--- src/hw/rtl/lant_pkg.sv ---
// shared types and constants for the direction-colored langton's ant block
// used by lant_cfg and the top level; no dependencies
package lant_pkg;

  localparam int COORD_W = 8;
  localparam int SIZE_W  = 9;
  localparam int IDX_W   = 3;
  localparam int COLOR_W = 24;
  localparam int CELLS   = 65536;
  localparam int ADDR_W  = 16;
  localparam int PADDR_W = 4;
  localparam int PDATA_W = 32;

  localparam logic [COORD_W-1:0] ANT_RESET   = 8'd40;
  localparam logic [SIZE_W-1:0]  SIZE_RESET  = 9'd256;
  localparam logic [COORD_W-1:0] START_RESET = 8'd40;

  typedef enum logic [1:0] {
    MODE_STEP    = 2'd0,
    MODE_READ    = 2'd1,
    MODE_RESTART = 2'd2
  } mode_t;

  typedef enum logic [1:0] {
    REG_GRID_WIDTH  = 2'd0,
    REG_GRID_HEIGHT = 2'd1,
    REG_START_X     = 2'd2,
    REG_START_Y     = 2'd3
  } reg_t;

  typedef enum logic [1:0] {
    ST_CLEAR,
    ST_IDLE,
    ST_LOOKUP
  } state_t;

  typedef enum logic [1:0] {
    DIR_UP    = 2'd0,
    DIR_RIGHT = 2'd1,
    DIR_DOWN  = 2'd2,
    DIR_LEFT  = 2'd3
  } dir_t;

  // effective grid size and raw start position
  typedef struct packed {
    logic [SIZE_W-1:0]  eff_w;
    logic [SIZE_W-1:0]  eff_h;
    logic [COORD_W-1:0] start_x;
    logic [COORD_W-1:0] start_y;
  } cfg_t;

  function automatic logic [COLOR_W-1:0] palette(input logic [IDX_W-1:0] idx);
    logic [COLOR_W-1:0] c;
    case (idx)
      3'd0:    c = 24'hFFFFFF;
      3'd1:    c = 24'hFF00FF;
      3'd2:    c = 24'hFF0F0F;
      3'd3:    c = 24'hFFFF00;
      3'd4:    c = 24'h000000;
      3'd5:    c = 24'h00FF00;
      3'd6:    c = 24'h00F0F0;
      default: c = 24'h0000FF;
    endcase
    return c;
  endfunction

endpackage

--- src/hw/rtl/lant_cfg.sv ---
// apb register file for grid size and start position, with size clamping
// depends on lant_pkg
module lant_cfg #(
  parameter int GRID_W = 256,
  parameter int GRID_H = 256
) (
  input  logic                           clk,
  input  logic                           rst,
  input  logic                           psel,
  input  logic                           penable,
  input  logic                           pwrite,
  input  logic [lant_pkg::PADDR_W-1:0]   paddr,
  input  logic [lant_pkg::PDATA_W-1:0]   pwdata,
  output logic [lant_pkg::PDATA_W-1:0]   prdata,
  output logic                           pready,
  output lant_pkg::cfg_t                 cfg
);

  localparam int LIM_W = (GRID_W < 256) ? GRID_W : 256;
  localparam int LIM_H = (GRID_H < 256) ? GRID_H : 256;

  logic [lant_pkg::SIZE_W-1:0]  grid_width;
  logic [lant_pkg::SIZE_W-1:0]  grid_height;
  logic [lant_pkg::COORD_W-1:0] start_x;
  logic [lant_pkg::COORD_W-1:0] start_y;
  lant_pkg::reg_t               reg_sel;
  logic                         wr;

  function automatic logic [lant_pkg::SIZE_W-1:0] eff_size(
    input logic [lant_pkg::SIZE_W-1:0] v,
    input logic [lant_pkg::SIZE_W-1:0] lim
  );
    logic [lant_pkg::SIZE_W-1:0] r;
    if (v == '0) begin
      r = lant_pkg::SIZE_W'(1);
    end else if (v > lim) begin
      r = lim;
    end else begin
      r = v;
    end
    return r;
  endfunction

  assign pready  = 1'b1;
  assign reg_sel = lant_pkg::reg_t'(paddr[3:2]);
  assign wr      = psel && penable && pwrite && pready;

  always_ff @(posedge clk) begin
    if (rst) begin
      grid_width  <= lant_pkg::SIZE_RESET;
      grid_height <= lant_pkg::SIZE_RESET;
      start_x     <= lant_pkg::START_RESET;
      start_y     <= lant_pkg::START_RESET;
    end else if (wr) begin
      case (reg_sel)
        lant_pkg::REG_GRID_WIDTH:  grid_width  <= pwdata[lant_pkg::SIZE_W-1:0];
        lant_pkg::REG_GRID_HEIGHT: grid_height <= pwdata[lant_pkg::SIZE_W-1:0];
        lant_pkg::REG_START_X:     start_x     <= pwdata[lant_pkg::COORD_W-1:0];
        lant_pkg::REG_START_Y:     start_y     <= pwdata[lant_pkg::COORD_W-1:0];
        default: ;
      endcase
    end
  end

  always_comb begin
    case (reg_sel)
      lant_pkg::REG_GRID_WIDTH:  prdata = lant_pkg::PDATA_W'(grid_width);
      lant_pkg::REG_GRID_HEIGHT: prdata = lant_pkg::PDATA_W'(grid_height);
      lant_pkg::REG_START_X:     prdata = lant_pkg::PDATA_W'(start_x);
      lant_pkg::REG_START_Y:     prdata = lant_pkg::PDATA_W'(start_y);
      default:                   prdata = '0;
    endcase
  end

  always_comb begin
    cfg.eff_w   = eff_size(grid_width,  lant_pkg::SIZE_W'(LIM_W));
    cfg.eff_h   = eff_size(grid_height, lant_pkg::SIZE_W'(LIM_H));
    cfg.start_x = start_x;
    cfg.start_y = start_y;
  end

endmodule
--- config.mk ---
export PLATFORM = sky130hd
export DESIGN_NAME = lant_cfg
export DESIGN_NICKNAME = d
export VERILOG_FILES = /design/src/hw/rtl/lant_pkg.sv /design/src/hw/rtl/lant_cfg.sv
export SDC_FILE = /design/constraint.sdc
export NUM_CORES = 1
export LEC_CHECK = 0
export ABC_CLOCK_PERIOD_IN_PS = 1000
export BUFFER_PORTS_ARGS = -buffer_cell sky130_fd_sc_hd__buf_2
export CAP_MARGIN = 20
export CELL_PAD_IN_SITES_DETAIL_PLACEMENT = 1
export CELL_PAD_IN_SITES_GLOBAL_PLACEMENT = 2
export CORE_ASPECT_RATIO = 1.4
export CORE_MARGIN = 2
export CORE_UTILIZATION = 25
export DETAILED_ROUTE_END_ITERATION = 12
export HOLD_SLACK_MARGIN = 0.03
export PLACE_DENSITY_LB_ADDON = 0.1
export SLEW_MARGIN = 20
export SYNTH_ARGS = -nofsm -noshare
export SYNTH_HDL_FRONTEND = slang
export SYNTH_SLANG_ARGS = --single-unit
--- constraint.sdc ---
create_clock -name clk -period 1 [get_ports clk]
set_input_delay 0.05 -clock clk [delete_from_list [all_inputs] [get_ports clk]]
set_output_delay 0.05 -clock clk [all_outputs]
set_load 0.005 [all_outputs]
# Word level (Yosys, flattened, before mapping)
# Index checks and enable logic that the tools add are counted.
op_classes:
  n_reduce_logical: 9
  magnitude_cmp: 2
  n_eq_ne: 3
  mux: 5
ops:
  columns: ["op", "count"]
  rows:
  - ["32-bit case mux with 4 select lines", 1]
  - ["9-bit two-way mux", 4]
  - ["9-bit > comparator (second input constant)", 2]
  - ["9-bit logical NOT", 2]
  - ["2-bit AND reduction", 4]
  - ["2-bit equality test (second input constant)", 2]
  - ["2-bit by 1-bit equality test with 1-bit output (second input constant)", 1]
  - ["1-bit logical AND", 2]
  - ["2-bit logical NOT", 1]
totals:
  wordCells: 23
  inputBits: 41
  regBits: 34
  output_inout_bits: 67

# Logic depth before layout (Yosys ltp)
depth:
  depth_word: 3
  depth_mapped: 4
  ltp_nobuf: 3

# Worst setup path after synthesis
# OpenSTA, ideal clock, no wires.
synth_timing:
  path_type: "reg2out"
  start: "register start_x[1] in the netlist's numbering"
  end: "output prdata[1] in the netlist's numbering"
  setup_slack_ps: 135
  n_path_buf: 0
  required_time_ps: 950
  arrival_time_ps: 815
  stages_incl_launch_ff: 2
  path_cell_list: "dfxtp_1 -> mux4_1"
synth_via:
  elab_chain_len: 1
synth_lines:
  columns: ["item", "line", "rtl"]
  rows:
  - ["from (decl)", "lant_cfg.sv:24", "logic [lant_pkg::COORD_W-1:0] start_x;"]
  - ["from (signal assigned)", "lant_cfg.sv:52", "start_x <= lant_pkg::START_RESET;"]
  - ["from (signal assigned)", "lant_cfg.sv:58", "lant_pkg::REG_START_X: start_x <= pwdata[lant_pkg::COORD_W-1:0];"]
  - ["32-bit case mux with 4 select lines", "lant_cfg.sv:66", "case (reg_sel)"]
  - ["to (decl)", "lant_cfg.sv:14", "output logic [lant_pkg::PDATA_W-1:0] prdata,"]
# No other way between the ends. The select of a mux whose other input is x is not followed.

# Final worst setup path
layout_timing:
  start: "register grid_height[5] in the netlist's numbering"
  end: "output prdata[5] in the netlist's numbering"
layout_via:
  elab_chain_len: 1
layout_lines:
  columns: ["item", "line", "rtl"]
  rows:
  - ["from (decl)", "lant_cfg.sv:23", "logic [lant_pkg::SIZE_W-1:0] grid_height;"]
  - ["from (signal assigned)", "lant_cfg.sv:51", "grid_height <= lant_pkg::SIZE_RESET;"]
  - ["from (signal assigned)", "lant_cfg.sv:57", "lant_pkg::REG_GRID_HEIGHT: grid_height <= pwdata[lant_pkg::SIZE_W-1:0];"]
  - ["32-bit case mux with 4 select lines", "lant_cfg.sv:66", null]
# No other way between the ends. The select of a mux whose other input is x is not followed.

==> impl_metrics.yaml <==
floorplan:
  fp-row-count: 38
  die-width_um: 78.4
  core_area_um2: 7650
  floorplan.initialDensity_pct: 25.3
  floorplan.io_pins: 108
  die-height_um: 108
  die-area_um2: 8480
setup_path:
  signal_arrival_time_at_the_worst_endpoint_ns: 1.33
  crit_path_max_fanout: 2
  setup.worst_path.class: "reg2out"
  timing.critical_path.from_type: "register"
  crit_path_from: "grid_height[5]"
  worst_r2r_startpoint: "grid_height[5]"
  critical_path_required_ns: 0.95
  timing.critical_path.to_type: "output pin"
clock_network:
  clk_pin_slew_worst_paths_ns: 0.07
  cts_made_buffers: 5
  clock_tree_from_tritoncts: "built"
  clock_sinks: 34
  cts.htree.levels: 2
  cts_max_path_buffers: 2
  worstSkewPairLatency_ns: 0.29
  clock_tree.root_cell: "clkbuf_8"
yosys:
  avgSynthCellArea_um2: 10.1
  post-synth-top-area-cell: "dfxtp_1"
  synth_warnings: 0
  synth-async-reset-ratio_pct: 0
  post_synth_design_cell_area_um2: 1940
  ys_seq_elements: 34
  synth_edf_count: 0
  post_synth_main_area_contributors: "dfxtp_1 (35%), mux2i_1 (18%), nand2b_1 (12%)"
  most_frequent_cells_after_synthesis: "nand2b_1 (36), mux2i_1 (35), dfxtp_1 (34), buf_4 (26), nor2b_1 (14)"
  ys.flop_type: "dfxtp_1"
  synth_sequential_area_ratio_pct: 35.1
  synth_most_common_cell: "nand2b_1"
  synth_cells: 192
  post-synth-top-area-fraction_pct: 35.1
  synth_cell_types: 22
placement:
  portBuffers: 58
  gp_congestion: 0.736
  hpwl_dp_um: 4460
  post-place-cells: 375
timing:
  fmax_ghz: 0.723
  hold_viol: 0
  timing_max_transition_violations_final: 0
  timing.hold.ws_ns: 0.0457
  setup_viol: 25
  fin_setup_tns_ns: -4.34
  share_of_the_clock_period_used_by_the_worst_path_after_layout_pct: 138
  unrepaired_setup_endpoints_after_global_routing: "true"
  layout_setup_ws_ns: -0.383
  final_period_minus_worst_setup_slack_ns: 1.38
  timing.clock.skew_ns: 0
finish:
  layout.cells.non_filler: 391
  drive_above_1_share_pct: 52.6
  flow.area_growth_from_synthesis_pct: 45.6
  finish.net_count: 331
  final_core_util_pct: 36.9
  antennaDiodeCount: 0
worst_hold_path:
  worst_hold_startpoint: "pwdata[3]"
  worstHoldPathType: "in2reg"
global_routing:
  total_overflow_reported_by_the_global_router: 0
  antenna_found_initial: 0
  grt_start_max_net_pins: 20
  first_global_vias: 1560
  track_usage_pct: 14.0
  grt_first_pass_wirelength_um: 8600
drt:
  routed_via_density: 4.16
  number_of_detailed_routing_iterations_run_before_antenna_repair: 4
  postRouteWirelength_um: 5760
  vias: 1625
  drt_iter0_drc: 30
  drc: 0
  detail-route-antenna-nets: 0
  post_dr_wirelength_cell_um: 14.7
job:
  drv.max_cap_violation_count: 0
outcome:
  violations_in_the_final_reports: "setup timing"
  outcome: "finished, violations left"
pwr:
  total_leakage_power_nw: 1.38
  vdd_ir_drop_max_mv: 0.377
  power.density_cell_area_nw_per_um2: 989
path summary, 6_finish.rpt:
kind	to	slack, ns	cells after the start
worst max-delay path	prdata[5]	-0.38	3
worst min register to register	start_y[1]	0.49	2
worst max register to register	grid_height[5]	0.08	5
worst min-delay path	start_x[3]	0.05	3
sequential cells by signal, indices dropped and copies added (netlist names):
| name | count |
|---|---|
| start_x | 8 |
| start_y | 8 |
| grid_height | 9 |
| grid_width | 9 |
cells by family after synthesis:
kind of cell	share of synthesized area [%]
buf+inv	13.8
mux	28.1
flops	35.1
compound gates	0.516
simple gates	22.1
other cells	0.387
layout make-up:
cell class / instances / area (um2)
well taps: 100 / 125
repair buffers: 107 / 731
fillers: 912 / 4830
multi-input cells: 142 / 1150
flip-flops and latches: 34 / 721
clock buffers: 7 / 86.3
clock inverters: 1 / 5.00
critical path, stage by stage, from the launching register on:
cell and delay, ns:
dfxtp_4 0.36, buf_6 0.11, mux4_2 0.43, buf_2 0.14
through the flow:
step                      instance area, um2  setup slack, ns  power [mW]
after floorplan                         2020            0.135        1.66
after global placement                  2510           -0.294        1.74
after detailed placement                2510           -0.290        1.74
after CTS                               2750           -0.397        2.85
after global routing                    2820           -0.426        2.92
final                                   2820           -0.383        2.79
layer usage:
layer,part of all wire [%],track usage [%],vias to the layer above
li1,-,-,790
met1,41,15.9,792
met2,54,25.5,37
met3,3.9,2.92,6
met4,1.6,5.26,0
met5,0,0,-
power breakdown:
part	internal (mW)	switching [mW]
combinational	0.176	0.162
clock	0.556	0.520
sequential	1.36	0.0169
placed cells by master (no fill, tap or decap), drive strengths merged, types with 2 or more instances in the layout:
| cell | instances |
|---|---|
| nor4 | 2 |
| clkbuf | 7 |
| mux2i | 35 |
| nor2b | 14 |
| conb | 24 |
| nand2b | 36 |
| dfxtp | 34 |
| nor3 | 3 |
| a21oi | 2 |
| nor2 | 12 |
| buf | 106 |
| nand3 | 2 |
| mux4 | 8 |
timing repair:
| action | CTS | global route |
|---|---|---|
| gates resized for setup | 47 | 16 |
| pin swaps | 3 | 1 |
| endpoints found under the hold margin | 1 | 0 |
| hold buffers | 1 | 0 |
| endpoints found under the setup margin | 26 | 25 |
| buffers inserted | 6 | 5 |
Note: power is estimated with default switching activity, not from simulation.
